`config.mk`:
```
export PLATFORM = sky130hd
export DESIGN_NAME = shutter_motor_reversal_interlock
export DESIGN_NICKNAME = d
export VERILOG_FILES = /design/src/rtl/core/smri_pkg.sv /design/src/rtl/core/smri_fsm.sv /design/src/rtl/core/smri_out.sv /design/src/rtl/core/shutter_motor_reversal_interlock.sv
export SDC_FILE = /design/constraint.sdc
export NUM_CORES = 1
export LEC_CHECK = 0
export BUFFER_PORTS_ARGS = -buffer_cell sky130_fd_sc_hd__buf_2
export CORE_MARGIN = 10
export CORE_UTILIZATION = 40
export CTS_CLUSTER_DIAMETER = 80
export DETAILED_ROUTE_END_ITERATION = 10
export HOLD_SLACK_MARGIN = 0.06
export PLACE_DENSITY = 0.6
export SKIP_CTS_REPAIR_TIMING = 1
export SYNTH_ARGS = -nofsm -noshare
export SYNTH_HDL_FRONTEND = slang
export SYNTH_SLANG_ARGS = --single-unit
```
`constraint.sdc`:
```
create_clock -name clock -period 10.3 [get_ports clock]
set_clock_uncertainty 0.15 [all_clocks]
set_input_delay 1.545 -clock clock [delete_from_list [all_inputs] [get_ports clock]]
set_output_delay 1.545 -clock clock [all_outputs]
set_load 0.03 [all_outputs]
```
`src/rtl/core/smri_pkg.sv`:
```
// ----------------------------------------------------------------------------
// smri_pkg
// shared types and constants of the shutter motor reversal interlock
// ----------------------------------------------------------------------------
package smri_pkg;

   // widths
   localparam int DEAD_TIME_WIDTH = 16;
   localparam int FUNC_WIDTH      = 3;
   localparam int TIMER_WIDTH_DEF = 16;

   // dead time register
   localparam logic [DEAD_TIME_WIDTH-1:0] DEAD_TIME_MIN   = 16'd500;
   localparam logic [DEAD_TIME_WIDTH-1:0] DEAD_TIME_RESET = 16'd1000;

   // command codes
   localparam logic [FUNC_WIDTH-1:0] CMD_NONE    = 3'd0;
   localparam logic [FUNC_WIDTH-1:0] CMD_UP      = 3'd1;
   localparam logic [FUNC_WIDTH-1:0] CMD_DOWN    = 3'd2;
   localparam logic [FUNC_WIDTH-1:0] CMD_STOP    = 3'd3;
   localparam logic [FUNC_WIDTH-1:0] CMD_RESTART = 3'd4;

   typedef enum logic [2:0] {
      ST_IDLE            = 3'd0,
      ST_STOP_AFTER_DOWN = 3'd1,
      ST_STOP_AFTER_UP   = 3'd2,
      ST_GOING_UP        = 3'd3,
      ST_GOING_DOWN      = 3'd4,
      ST_WAIT_DOWN       = 3'd5,
      ST_WAIT_UP         = 3'd6
   } motor_state_type;

   // one result beat
   typedef struct packed {
      logic            relay_up;
      logic            relay_down;
      motor_state_type motor_state;
      logic            state_changed;
   } rsp_type;

endpackage

```
`src/rtl/core/smri_fsm.sv`:
```
// ----------------------------------------------------------------------------
// smri_fsm
// dead time register, dead-time timer and motor state machine
// ----------------------------------------------------------------------------
module smri_fsm
   import smri_pkg::*;
#(
   parameter int TIMER_WIDTH = TIMER_WIDTH_DEF
) (
   input  logic                       clock,
   input  logic                       reset,
   input  logic                       csr_wr_en,
   input  logic [DEAD_TIME_WIDTH-1:0] csr_wr_data,
   input  logic                       step,
   input  logic [FUNC_WIDTH-1:0]      func,
   input  logic                       tick,
   output rsp_type                    result
);

   localparam int LIM_WIDTH = (TIMER_WIDTH > DEAD_TIME_WIDTH) ? TIMER_WIDTH : DEAD_TIME_WIDTH;

   logic [DEAD_TIME_WIDTH-1:0] dead_time_ff, dead_time_in;
   motor_state_type            state_ff, state_in;
   logic [TIMER_WIDTH-1:0]     elapsed_ff, elapsed_in;

   logic [LIM_WIDTH-1:0]   dt_ext, tmax_ext;
   logic [TIMER_WIDTH-1:0] limit, counted;
   logic                   timeout, no_cmd, changed, leaving_motion;

   // dead time clamped to what the timer can hold
   assign dt_ext   = LIM_WIDTH'(dead_time_ff);
   assign tmax_ext = LIM_WIDTH'({TIMER_WIDTH{1'b1}});
   assign limit    = (dt_ext < tmax_ext) ? TIMER_WIDTH'(dt_ext) : {TIMER_WIDTH{1'b1}};

   assign dead_time_in = (csr_wr_data < DEAD_TIME_MIN) ? DEAD_TIME_RESET : csr_wr_data;

   always_comb begin
      counted = elapsed_ff;
      if (tick && (elapsed_ff < limit)) begin
         counted = elapsed_ff + 1'b1;
      end
      if (func == CMD_RESTART) begin
         counted = '0;
      end
   end

   assign timeout = counted >= limit;
   assign no_cmd  = (func != CMD_UP) && (func != CMD_DOWN) && (func != CMD_STOP);

   always_comb begin
      state_in = state_ff;
      case (state_ff)
         ST_IDLE: begin
            if (func == CMD_UP) state_in = ST_GOING_UP;
            else if (func == CMD_DOWN) state_in = ST_GOING_DOWN;
         end
         ST_STOP_AFTER_DOWN: begin
            if (func == CMD_UP) state_in = ST_WAIT_UP;
            else if (func == CMD_DOWN) state_in = ST_GOING_DOWN;
            else if (no_cmd && timeout) state_in = ST_IDLE;
         end
         ST_STOP_AFTER_UP: begin
            if (func == CMD_UP) state_in = ST_GOING_UP;
            else if (func == CMD_DOWN) state_in = ST_WAIT_DOWN;
            else if (no_cmd && timeout) state_in = ST_IDLE;
         end
         ST_GOING_UP: begin
            if (func == CMD_DOWN) state_in = ST_WAIT_DOWN;
            else if (func == CMD_STOP) state_in = ST_STOP_AFTER_UP;
         end
         ST_GOING_DOWN: begin
            if (func == CMD_UP) state_in = ST_WAIT_UP;
            else if (func == CMD_STOP) state_in = ST_STOP_AFTER_DOWN;
         end
         ST_WAIT_DOWN: begin
            if (func == CMD_STOP) state_in = ST_STOP_AFTER_UP;
            else if (no_cmd && timeout) state_in = ST_GOING_DOWN;
         end
         ST_WAIT_UP: begin
            if (func == CMD_STOP) state_in = ST_STOP_AFTER_DOWN;
            else if (no_cmd && timeout) state_in = ST_GOING_UP;
         end
         default: begin
            state_in = ST_IDLE;
         end
      endcase
   end

   assign changed        = state_in != state_ff;
   assign leaving_motion = changed && ((state_ff == ST_GOING_UP) || (state_ff == ST_GOING_DOWN));
   assign elapsed_in     = leaving_motion ? '0 : counted;

   always_ff @(posedge clock) begin
      if (reset) begin
         dead_time_ff <= DEAD_TIME_RESET;
         state_ff     <= ST_IDLE;
         elapsed_ff   <= '0;
      end else begin
         if (csr_wr_en) begin
            dead_time_ff <= dead_time_in;
         end
         if (step) begin
            state_ff   <= state_in;
            elapsed_ff <= elapsed_in;
         end
      end
   end

   assign result.relay_up      = state_in == ST_GOING_UP;
   assign result.relay_down    = state_in == ST_GOING_DOWN;
   assign result.motor_state   = state_in;
   assign result.state_changed = changed;

endmodule

```
`src/rtl/core/smri_out.sv`:
```
// ----------------------------------------------------------------------------
// smri_out
// result register with a skid entry behind it
// ----------------------------------------------------------------------------
module smri_out
   import smri_pkg::*;
(
   input  logic    clock,
   input  logic    reset,
   input  logic    push,
   input  rsp_type push_data,
   output logic    full,
   output logic    out_valid,
   input  logic    out_stall,
   output rsp_type out_data
);

   rsp_type main_ff, main_in, skid_ff, skid_in;
   logic    main_valid_ff, main_valid_in, skid_valid_ff, skid_valid_in;
   logic    pop;

   assign pop = main_valid_ff && !out_stall;

   always_comb begin
      main_in       = main_ff;
      main_valid_in = main_valid_ff;
      skid_in       = skid_ff;
      skid_valid_in = skid_valid_ff;
      if (pop || !main_valid_ff) begin
         if (skid_valid_ff) begin
            main_in       = skid_ff;
            main_valid_in = 1'b1;
            skid_valid_in = 1'b0;
         end else if (push) begin
            main_in       = push_data;
            main_valid_in = 1'b1;
         end else begin
            main_valid_in = 1'b0;
         end
      end else if (push) begin
         skid_in       = push_data;
         skid_valid_in = 1'b1;
      end
   end

   always_ff @(posedge clock) begin
      if (reset) begin
         main_valid_ff <= 1'b0;
         skid_valid_ff <= 1'b0;
      end else begin
         main_valid_ff <= main_valid_in;
         skid_valid_ff <= skid_valid_in;
      end
   end

   always_ff @(posedge clock) begin
      main_ff <= main_in;
      skid_ff <= skid_in;
   end

   assign full      = skid_valid_ff;
   assign out_valid = main_valid_ff;
   assign out_data  = main_ff;

endmodule

```
`src/rtl/core/shutter_motor_reversal_interlock.sv`:
```
// ----------------------------------------------------------------------------
// shutter_motor_reversal_interlock
// up/down relay control of a shutter motor with dead time before reversal
// ----------------------------------------------------------------------------
//
//  channel  ports                          direction  beat
//  req      req_valid/req_stall            in         func, tick
//  rsp      rsp_valid/rsp_stall            out        relays, state, changed
//  csr      csr_wr_en/csr_wr_data          in         dead time write
//
//  one beat per cycle in while req_stall is low, one result per beat; each
//  result is held in the result register, or in its skid entry while stalled
//  reset is synchronous: idle, result invalid, timer zero, dead time 1000
//  req_stall rises only when the result register and its skid entry are both
//  full, so a beat is still taken in the cycle a result is first stalled
//
module shutter_motor_reversal_interlock
   import smri_pkg::*;
#(
   parameter int TIMER_WIDTH = TIMER_WIDTH_DEF
) (
   input  logic                       clock,
   input  logic                       reset,
   // command beats
   input  logic                       req_valid,
   output logic                       req_stall,
   input  logic [FUNC_WIDTH-1:0]      req_func,
   input  logic                       req_tick,
   // result beats
   output logic                       rsp_valid,
   input  logic                       rsp_stall,
   output logic                       rsp_relay_up,
   output logic                       rsp_relay_down,
   output logic [2:0]                 rsp_motor_state,
   output logic                       rsp_state_changed,
   // dead time register
   input  logic                       csr_wr_en,
   input  logic [DEAD_TIME_WIDTH-1:0] csr_wr_data
);

   logic    req_take;
   logic    out_full;
   rsp_type step_result;
   rsp_type rsp_data;

   // a beat goes in whenever the skid entry is free
   assign req_stall = out_full;
   assign req_take  = req_valid && !out_full;

   // state machine and timer advance once per taken beat
   smri_fsm #(
      .TIMER_WIDTH(TIMER_WIDTH)
   ) u_fsm (
      .clock      (clock),
      .reset      (reset),
      .csr_wr_en  (csr_wr_en),
      .csr_wr_data(csr_wr_data),
      .step       (req_take),
      .func       (req_func),
      .tick       (req_tick),
      .result     (step_result)
   );

   // result register plus skid entry
   smri_out u_out (
      .clock    (clock),
      .reset    (reset),
      .push     (req_take),
      .push_data(step_result),
      .full     (out_full),
      .out_valid(rsp_valid),
      .out_stall(rsp_stall),
      .out_data (rsp_data)
   );

   assign rsp_relay_up      = rsp_data.relay_up;
   assign rsp_relay_down    = rsp_data.relay_down;
   assign rsp_motor_state   = 3'(rsp_data.motor_state);
   assign rsp_state_changed = rsp_data.state_changed;

endmodule
```
# Yosys cells after proc, flatten, opt, wreduce, memory -nomap -nowiden
# Index checks and enable logic that the tools add are counted.
# classes
n_bitwise,1
order_cmp,4
n_eq_ne,16
n_mux,25
reduce_logical,17
add_sub_neg,1
# op_table
op,count
$mux 16,5
$mux 3,15
$pmux 3 s7,1
$add 16x1->16 const B,1
$ge 16x16->1,1
$lt 16x16->1,1
$lt 16x16->1 const B,1
$lt 16x9->1 const B,1
$eq 3x2->1 const B,5
$eq 3x3->1 const B,5
$mux 6,2
$logic_and 1x1->1,7
$eq 3x1->1 const B,2
$ne 3x2->1 const B,2
$reduce_and 2->1,2
$logic_not 1->1,3
$logic_not 3->1,1
$ne 3x1->1 const B,1
$ne 3x3->1,1
$logic_or 1x1->1,2
$mux 1,2
$reduce_bool 2->1,1
$reduce_or 2->1,1
$not 1->1,1
# totals
elab_cells,77
ff_bits,49

# Depth between registers and ports, before layout
# Gate-level depths: netlist of run 1.
# depth
word_depth,15
depth_mapped,20
depth_no_buf,19

# By module
# A second synthesis of run 1 with hierarchy kept.
# unflattened
cells_unflattened,419
area_unflattened_um2,3548.4
# by_module_without_submodules
mod,area_each_um2,cells_per_inst,n_inst
smri_fsm,3004.1,391,1
smri_out,530.5,27,1
shutter_motor_reversal_interlock,13.8,1,1

# Least setup slack after synthesis of run 1
# Ideal clock, no wire load.
# synth_path
path_kind,in2reg
from,input req_func[1]
to,register u_fsm.elapsed_ff[13]
setup_slack_ps,5150
path_stages,15
arrival_time_ps,4925
setup_ps,74
path_cell_list,buf_2 > nor3b_1 > clkbuf_1 > clkbuf_1 > nor2_1 > ha_1 > a21oi_1 > o21ai_0 > a221oi_2 > nand3_2 > a221o_2 > a2111oi_4 > buf_6 > nand2_1 > a31oi_1
# synth_rtl
item,line_no,rtl
"start, declared",shutter_motor_reversal_interlock.sv:27,"input logic [FUNC_WIDTH-1:0] req_func,"
"end signal, assigned",smri_fsm.sv:104,elapsed_ff <= elapsed_in;
"end, declared",smri_fsm.sv:24,"logic [TIMER_WIDTH-1:0] elapsed_ff, elapsed_in;"

==> results of run 1 <==
## registers in the layout, indices dropped and copies added, names as in the netlist
| signal | flops |
|---|---|
| u_fsm.state_ff | 3 |
| u_out.skid_ff | 6 |
| u_out.out_data | 6 |
| u_fsm.dead_time_ff | 16 |
| u_fsm.elapsed_ff | 16 |
| u_out.full | 1 |
| u_out.out_valid | 1 |
## layout make-up
type	instances	area share, %
Sequential cell	49	29.18
Clock inverter	3	1.227
Clock buffer	5	1.824
Multi-Input combinational cell	311	57.96
Inverter	19	1.890
Timing Repair Buffer	33	4.443
Tap cell	105	3.481
## worst max-delay path: stages
cell,delay (ns)
buf_2,0.08
o2111ai_1,0.19
nor3_2,0.59
nand3_1,0.23
xor2_1,0.25
nor2_1,0.07
ha_1,0.32
nand4_1,0.12
nor3_1,0.45
o311ai_4,0.19
nand3_2,0.14
nor3_1,0.06
o41ai_1,0.82
nor3b_1,0.16
mux2_2,0.30
## through the flow
step	util (%)	setup slack, ns	instances	hold WS, ns	total power [mW]
after detailed placement	44.08	4.327	517	0.3351	0.3003
after global routing	45.47	4.250	525	0.3698	0.4614
after CTS	45.47	4.650	525	0.3514	0.4428
final	45.47	4.698	525	0.3563	0.4373
after floorplan	-	5.150	401	0.3058	0.2790
after global placement	44.08	4.451	517	0.3234	0.2989
## cell usage in the layout (no fill, tap or decap), types with 9 or more instances in the layout
| cell type | count |
|---|---|
| buf_2 | 32 |
| nor2_1 | 37 |
| inv_1 | 19 |
| a21oi_1 | 20 |
| nor3_1 | 9 |
| ha_1 | 32 |
| nand2b_1 | 15 |
| dfxtp_1 | 37 |
| edfxtp_1 | 12 |
| o21ai_0 | 13 |
| a31oi_1 | 9 |
| nand4_1 | 9 |
| nand2_1 | 40 |
## cell families after synthesis
family          count (synthesis)  synth area share (%)
fa+ha+maj                      33                 11.89
mux                            13                 3.988
buf+inv                        41                 4.859
flops                          49                 31.91
simple gates                  150                 22.04
compound gates                103                 22.26
xor+xnor                       12                 3.046
## worst min path at each step
stage | end | cells after the start | slack [ns] | start
floorplan | u_fsm.dead_time_ff[3]$_SDFFE_PP1P_ | 2 | 0.31 | u_fsm.dead_time_ff[3]$_SDFFE_PP1P_
global placement | u_fsm.dead_time_ff[8]$_SDFFE_PP1P_ | 2 | 0.32 | u_fsm.dead_time_ff[8]$_SDFFE_PP1P_
detailed placement | u_fsm.dead_time_ff[15]$_SDFFE_PP0P_ | 2 | 0.34 | u_fsm.dead_time_ff[15]$_SDFFE_PP0P_
CTS | u_fsm.elapsed_ff[15]$_SDFFE_PP0P_ | 2 | 0.35 | u_fsm.elapsed_ff[15]$_SDFFE_PP0P_
global route | u_fsm.elapsed_ff[15]$_SDFFE_PP0P_ | 2 | 0.37 | u_fsm.elapsed_ff[15]$_SDFFE_PP0P_
finish | u_fsm.dead_time_ff[12]$_SDFFE_PP0P_ | 2 | 0.36 | u_fsm.dead_time_ff[12]$_SDFFE_PP0P_
## routing by layer
metal,track usage (%),up-vias
li1,-,1494
met1,19.27,1348
met2,18.59,72
met3,2.853,5
met4,2.792,0
met5,0,-
## power by group
part           internal [mW]  leakage (nW)  switching [mW]
Clock                 0.0728        0.0543          0.0685
Combinational         0.0325          1.12          0.0481
Sequential             0.207         0.417         0.00830
==> flow_summary.yaml, run 1 <==
drt:
  drtAntennaViolNets: 0
  wl_met1_mm: 4.270
  vias: 2919
  top_layer: "met4"
  post_drt_wl_per_cell_microns: 15.71
  route.detailed.drc: 0
  viasPerCell: 5.560
  finalWirelength_mm: 8.250
  drt_iter0_drc: 205
  wl_met3_microns: 428
  drt_first_pass_iters: 4
  wl_met2_mm: 3.488
sta:
  setup_viol: 0
  period_minus_slack_ns: 5.602
  slew_viol_final: 0
  slew_headroom_pct: 37.96
  worst_slew_pin_slew_ns: 0.9189
  max_freq_mhz: 178.5
  rsz0062_at_grt: "no"
  setup_tns_ns: 0
  timing_hold_violations_final: 0
  fin_crit_sh_pct: 54.39
worst_setup_path:
  cp-end-kind: "flip-flop"
  critPathMaxFanout: 9
  endpoint: "u_out.out_data[4]$_DFFE_PP_"
  crit_required_ns: 10.21
  startpoint_type: "primary input"
  crit_type: "in -> reg"
  r2r_start: "u_fsm.elapsed_ff[9]$_SDFFE_PP0P_"
  r2r_end: "u_out.out_data[4]$_DFFE_PP_"
  crit_arrival_ns: 5.52
  worstRegToRegCells: 18
  r2r_slack_ns: 4.73
  crit_path_start: "req_tick"
final_layout:
  nets: 476
  area_delta_synth_final_pct: 9.355
  multi_input_area_sq_um: 2187
  n_fill_cell: 839
  finalInstanceArea_sq_um: 3774
  ff_latch_area_sq_um: 1101
  diodes: 0
  layout-drive-gt1-share_pct: 16.19
logic_synthesis:
  synth_common_cells: "nand2_1 (40), dfxtp_1 (37), nor2_1 (37)"
  synth_top_area_cell: "dfxtp_1"
  synthCells: 401
  synthTopCellsByArea: "dfxtp_1 (21%), ha_1 (12%), edfxtp_1 (10%)"
  async_reset_ff_share_pct: 0
  synthFlopType: "dfxtp_1"
  syn_nets: 458
  yosysSeqAreaShare_pct: 31.91
  synth_most_common_cell: "nand2_1"
  synth-edff-count: 12
  netlist_area_sq_um: 3451
  netlist.area_leader.share_pct: 21.46
  synth-seq-cells: 49
  ys_warn_count: 0
  ys_types: 67
  avgSynthCellArea_sq_um: 8.606
cts:
  cts_buffers: 5
  cts_tree: "yes"
  root_buffer: "clkbuf_8"
  clk_pin_slew_ns: 0.09
  clock_sinks: 49
  htree_levels: 2
  clkLatencyLatePin_ns: 0.30
  clockBufferDepth: 2
power:
  p_leak_nw: 1.595
  power_density_nw_per_um2: 115.9
  peakVddDrop_v: 0.00005773
placed_design:
  hpwl_mm: 6.339
  dpl-instance-area_sq_um: 3659
  place_congestion: 0.8840
  portBuffers: 32
floorplanning:
  die_x_microns: 112.9
  ios: 33
  die_area_sq_um: 12740
  rows: 33
  core-area_sq_um: 8299
  start_util_pct: 41.58
  dieHeight_microns: 112.9
global_routing:
  grt_first_pass_wirelength_mm: 14.27
  grt_pass1_vias: 2822
  overflow: 0
  grt_usage_pct: 13.03
  grt_max_degree: 26
  antenna_found_initial: 0
run_status:
  status: "finished clean"
run:
  maxCapViolCount: 0
min_path:
  hold_path.class: "reg -> reg"
(Power assumes the default switching activity.)
==> run 2: changes to the inputs <==
--- a/config.mk
+++ b/config.mk
@@ -11,7 +11,7 @@
 export CTS_CLUSTER_DIAMETER = 80
 export DETAILED_ROUTE_END_ITERATION = 10
 export HOLD_SLACK_MARGIN = 0.06
-export PLACE_DENSITY = 0.6
+export PLACE_DENSITY = 0.62
 export SKIP_CTS_REPAIR_TIMING = 1
 export SYNTH_ARGS = -nofsm -noshare
 export SYNTH_HDL_FRONTEND = slang
==> constraint.sdc (replaced) <==
create_clock -name clock -period 4.75 [get_ports clock]
set_clock_uncertainty 0.15 [all_clocks]
set_input_delay 0.7125 -clock clock [delete_from_list [all_inputs] [get_ports clock]]
set_output_delay 0.7125 -clock clock [all_outputs]
set_load 0.03 [all_outputs]
==> run 2 against run 1 <==
  * The flow now finishes with violations (negative setup slack)
  * Core utilization up 8.1 points
  * Flip-flop and latch count unchanged
  * Final cell count up 10%
  * Combinational power rose to 2.8 times the previous value
  * Critical path depth up 5
  * Die area unchanged
  * Worst setup slack worse by 4.8 ns
  * Via count up 11%
  * Non-clock buffer count up 55
==> flow_summary.yaml, run 2 (same netlist as run 1, synthesis figures left out) <==
run_status:
  status: "complete, but fails checks"
  violations: "negative setup slack"
min_path:
  worstHoldStart: "u_fsm.dead_time_ff[7]$_SDFFE_PP1P_"
  hold_path.class: "reg -> reg"
floorplanning:
  die_x_microns: 112.9
  core-area_sq_um: 8299
  die_area_sq_um: 12740
  rows: 33
  dieHeight_microns: 112.9
  start_util_pct: 41.58
  ios: 33
global_routing:
  grt_usage_pct: 13.85
  overflow: 0
  grt_first_pass_wirelength_mm: 15.08
  grt_pass1_vias: 3108
  grt_max_degree: 26
  antenna_found_initial: 0
sta:
  slew_viol_final: 0
  fin_crit_sh_pct: 101.4
  worst_slack_ns: -0.06835
  max_freq_mhz: 207.5
  whs_ns: 0.3403
  rsz0062_at_grt: "yes"
  setup_viol: 9
  slew_headroom_pct: 31.00
  period_minus_slack_ns: 4.818
  worst_slew_pin_slew_ns: 1.031
  timing_hold_violations_final: 0
power:
  peakVddDrop_v: 0.0001616
  p_leak_nw: 1.920
  p_seq_share_pct: 48.9
  p_sw_mw: 0.2964
  finalPower_mw: 0.9553
  power.share.switching_pct: 31.03
  pwr-share-comb_pct: 23.4
  power_density_nw_per_um2: 214.8
  clock_power_share_pct: 27.7
  intPower_mw: 0.6589
placed_design:
  place_congestion: 0.9010
  dpl-instance-area_sq_um: 4024
  portBuffers: 32
  hpwl_mm: 6.858
  post-place-ws_ns: -0.1759
cts:
  cts_tree: "yes"
  htree_levels: 2
  clockBufferDepth: 2
  clock_sinks: 49
  cts_buffers: 5
  clk_pin_slew_ns: 0.11
  clkLatencyLatePin_ns: 0.31
  root_buffer: "clkbuf_8"
worst_setup_path:
  crit_type: "reg -> reg"
  r2r_start: "u_fsm.dead_time_ff[5]$_SDFFE_PP1P_"
  crit_required_ns: 4.87
  cp-end-kind: "flip-flop"
  startpoint_type: "flip-flop"
  crit_arrival_ns: 4.94
  critPathMaxFanout: 8
  crit_path_start: "u_fsm.dead_time_ff[5]$_SDFFE_PP1P_"
final_layout:
  largestRegisters: "u_fsm.dead_time_ff (16), u_fsm.elapsed_ff (16)"
  layout_common_cells: "buf_4 (50), nand2_1 (40), nor2_1 (37), buf_2 (32), ha_1 (30)"
  finalInstanceArea_sq_um: 4447
  layout-drive-gt1-share_pct: 33.26
  area_delta_synth_final_pct: 28.86
  final_common_cell: "buf_4"
  nets: 531
  diodes: 0
  final_core_util_pct: 53.58
run:
  maxCapViolCount: 0
drt:
  drtAntennaViolNets: 0
  vias: 3231
  finalWirelength_mm: 9.208
  viasPerCell: 5.571
  post_drt_wl_per_cell_microns: 15.88
  drt_iter0_drc: 181
  route.detailed.drc: 0
  drt_first_pass_iters: 5
run 2: cell types whose count changed in the layout (fill, tap and decap cells not counted), sizes merged:
cell and delta:
bufinv -1, clkbuf +2, inv +1, buf +53
run 2: cell type report:
type	count	area, sq um
flip-flops and latches	49	1112
multi-input cells	311	2400
repair buffers	88	639.4
well taps	105	131.4
clock buffers	5	68.82
inverters	19	73.82
fillers	745	3852
clock inverters	3	21.27
run 2: path summary, 6_finish.rpt:
check	endpoint	slack [ns]	depth (start not counted)
hold reg to reg	u_fsm.dead_time_ff[7]$_SDFFE_PP1P_	0.34	2
setup reg to reg	u_fsm.elapsed_ff[4]$_SDFFE_PP0P_	-0.07	20
hold / removal	u_fsm.dead_time_ff[7]$_SDFFE_PP1P_	0.34	2
setup / recovery	u_fsm.elapsed_ff[4]$_SDFFE_PP0P_	-0.07	20
run 2: per-stage QoR:
step	std cells	setup TNS, ns
floorplan	401	0
global placement	564	-1.627
detailed placement	564	-1.580
CTS	572	-2.379
global route	580	-2.435
finish	580	-0.5071
run 2: power by group through the flow:
stage / Clock (mW) / Sequential [mW] / Combinational [mW]
2_1_floorplan: 0 / 0.479 / 0.126
3_3_place_gp: 0 / 0.475 / 0.200
3_5_place_dp: 0 / 0.476 / 0.203
4_1_cts: 0.271 / 0.466 / 0.204
5_1_grt: 0.285 / 0.471 / 0.246
6_report: 0.265 / 0.467 / 0.224
run 2: metal layers:
metal	vias up	GRT usage [%]	share of wire, %
met5	-	0	0
met4	0	4.230	1.4
met3	11	1.955	3.6
met2	79	21.70	46
met1	1538	19.10	49
li1	1603	-	-
run 2: critical path: stages, from the launching register on:
cell	delay [ns]
dfxtp_2	0.37
inv_4	0.05
ha_4	0.20
a21o_1	0.15
a21o_1	0.16
a21oi_2	0.23
o32ai_4	0.15
or3_4	0.44
or3_4	0.41
a21oi_2	0.13
ha_1	0.26
a21oi_2	0.14
o21ai_2	0.10
a221oi_4	0.34
nand3_2	0.12
a221o_2	0.44
a2111oi_4	0.38
buf_6	0.19
clkbuf_16	0.16
a21o_4	0.11
a22o_4	0.10
==> run 3: changes to the inputs <==
--- a/config.mk
+++ b/config.mk
@@ -5,13 +5,13 @@
 export SDC_FILE = /design/constraint.sdc
 export NUM_CORES = 1
 export LEC_CHECK = 0
-export BUFFER_PORTS_ARGS = -buffer_cell sky130_fd_sc_hd__buf_2
 export CORE_MARGIN = 10
 export CORE_UTILIZATION = 40
 export CTS_CLUSTER_DIAMETER = 80
 export DETAILED_ROUTE_END_ITERATION = 10
+export DONT_BUFFER_PORTS = 1
 export HOLD_SLACK_MARGIN = 0.06
-export PLACE_DENSITY = 0.62
+export PLACE_DENSITY = 0.56
 export SKIP_CTS_REPAIR_TIMING = 1
 export SYNTH_ARGS = -nofsm -noshare
 export SYNTH_HDL_FRONTEND = slang
==> constraint.sdc (replaced) <==
create_clock -name clock -period 5.54 [get_ports clock]
set_clock_uncertainty 0.15 [all_clocks]
set_input_delay 0.831 -clock clock [delete_from_list [all_inputs] [get_ports clock]]
set_output_delay 0.831 -clock clock [all_outputs]
set_load 0.03 [all_outputs]
==> run 3 against run 2 <==
  * Final cell count down 14%
  * Fmax down 5.7%
  * The run now ends clean
  * Power down 17%
  * Core utilization down 9.7 points
  * Combinational power down 48%
  * Global-route usage down 1.5 points
  * Non-clock buffer count down 83
  * First-iteration DRC count down 43%
  * Flip-flop and latch count unchanged
  * Critical endpoint is now u_fsm.elapsed_ff[13]$_SDFFE_PP0P_
  * Critical path type unchanged
  * Clock power about the same
  * Critical path depth down 1
  * Count of clock-buffer cells in the layout up 1
==> flow_summary.yaml, run 3 (same netlist as run 1, synthesis figures left out) <==
worst_setup_path:
  worstRegToRegCells: 19
  crit_required_ns: 5.63
  crit_type: "reg -> reg"
  critPathMaxFanout: 17
  r2r_end: "u_fsm.elapsed_ff[13]$_SDFFE_PP0P_"
  crit_arrival_ns: 5.20
  r2r_slack_ns: 0.43
  crit_path_start: "u_fsm.dead_time_ff[5]$_SDFFE_PP1P_"
  cp-end-kind: "flip-flop"
  startpoint_type: "flip-flop"
  r2r_start: "u_fsm.dead_time_ff[5]$_SDFFE_PP1P_"
final_layout:
  area_delta_synth_final_pct: 5.475
  layout_common_cells: "nand2_1 (40), nor2_1 (37), dfxtp_1 (37), ha_1 (32), a21oi_1 (20)"
  largestRegisters: "u_fsm.dead_time_ff (16), u_fsm.elapsed_ff (16)"
  nets: 448
  layout-drive-gt1-share_pct: 9.949
  final_common_cell: "nand2_1"
  diodes: 0
cts:
  clock_sinks: 49
  cts_buffers: 5
  htree_levels: 2
  clkLatencyLatePin_ns: 0.31
  root_buffer: "clkbuf_8"
  cts_tree: "yes"
  clockBufferDepth: 2
  clk_pin_slew_ns: 0.10
drt:
  vias: 2812
  drt_iter0_drc: 103
  finalWirelength_mm: 7.910
  route.detailed.drc: 0
  post_drt_wl_per_cell_microns: 15.92
  drtAntennaViolNets: 0
  drt_first_pass_iters: 4
  viasPerCell: 5.658
sta:
  setup_viol: 0
  rsz0062_at_grt: "no"
  fin_crit_sh_pct: 92.21
  whs_ns: 0.3477
  period_minus_slack_ns: 5.108
  max_freq_mhz: 195.8
  timing_hold_violations_final: 0
  slew_headroom_pct: 40.30
  slew_viol_final: 0
  setup_tns_ns: 0
  worst_slew_pin_slew_ns: 0.8922
min_path:
  worstHoldStart: "u_fsm.elapsed_ff[15]$_SDFFE_PP0P_"
  min_to: "u_fsm.elapsed_ff[15]$_SDFFE_PP0P_"
  hold_path.class: "reg -> reg"
  whs_path_depth: 2
floorplanning:
  dieHeight_microns: 112.9
  ios: 33
  rows: 33
  core-area_sq_um: 8299
  die_area_sq_um: 12740
  start_util_pct: 41.58
  die_x_microns: 112.9
global_routing:
  overflow: 0
  grt_pass1_vias: 2730
  grt_usage_pct: 12.34
  grt_first_pass_wirelength_mm: 13.40
  grt_max_degree: 26
  antenna_found_initial: 0
run_status:
  status: "finished clean"
placed_design:
  place_congestion: 0.8674
  hpwl_mm: 6.094
  portBuffers: 0
power:
  peakVddDrop_v: 0.0001083
  p_leak_nw: 1.487
  power_density_nw_per_um2: 218.5
run:
  maxCapViolCount: 0
## run 3: cell types whose count changed in the layout (fill, tap and decap cells not counted), sizes merged
cell      previous run  this run
inv                 20        19
clkbuf               7         6
bufinv               0         1
buf                 86         5
clkinvlp             1         0
## run 3: cell type report
| class | instances | area [sq um] |
|---|---|---|
| clock buffers | 6 | 72.57 |
| clock inverters | 2 | 38.79 |
| fillers | 823 | 4659 |
| inverters | 19 | 71.32 |
| multi-input cells | 311 | 2187 |
| flip-flops and latches | 49 | 1101 |
| well taps | 105 | 131.4 |
| repair buffers | 5 | 37.54 |
## run 3: how the worst max path moves through the flow
stage,end,slack (ns)
2_1_floorplan,u_fsm.elapsed_ff[13]$_SDFFE_PP0P_,0.87
3_3_place_gp,u_fsm.elapsed_ff[13]$_SDFFE_PP0P_,0.51
3_5_place_dp,u_fsm.elapsed_ff[13]$_SDFFE_PP0P_,0.48
4_1_cts,u_fsm.elapsed_ff[13]$_SDFFE_PP0P_,0.46
5_1_grt,u_fsm.elapsed_ff[9]$_SDFFE_PP0P_,0.12
6_report,u_fsm.elapsed_ff[13]$_SDFFE_PP0P_,0.43
## run 3: metal layers
metal / GRT usage (%) / part of all wire (%) / vias up
li1: - / - / 1440
met1: 16.59 / 50 / 1308
met2: 18.66 / 43 / 56
met3: 3.328 / 5.7 / 8
met4: 3.807 / 1.4 / 0
met5: 0 / 0 / -
## run 3: per-stage QoR
stage / power [mW] / instance area, sq um / instances / worst slack, ns / utilization [%]
6_report: 0.7954 / 3640 / 497 / 0.4316 / 43.86
5_1_grt: 0.8353 / 3640 / 497 / 0.1230 / 43.86
4_1_cts: 0.8053 / 3640 / 497 / 0.4555 / 43.86
3_5_place_dp: 0.5389 / 3528 / 489 / 0.4810 / 42.51
3_3_place_gp: 0.5380 / 3528 / 489 / 0.5077 / 42.51
2_1_floorplan: 0.5188 / 3451 / 401 / 0.8728 / -
## run 3: critical path, cell delays in order (launching register included)
cell	delay [ns]
dfxtp_1	0.34
inv_1	0.09
ha_1	0.31
a21o_1	0.18
a21o_1	0.16
a21oi_1	0.20
o32ai_1	0.18
or3_1	0.42
or3_1	0.39
a21oi_1	0.21
ha_1	0.28
a21oi_1	0.14
o21ai_0	0.10
a221oi_2	0.41
nand3_2	0.19
a221o_2	0.45
a2111oi_4	0.30
buf_4	0.26
a41oi_1	0.14
a31oi_1	0.15
## run 3: where the power goes
group          switching, mW  total (mW)  internal (mW)
Combinational         0.0632       0.117         0.0542
Sequential            0.0272       0.413          0.386
Clock                  0.129       0.265          0.136
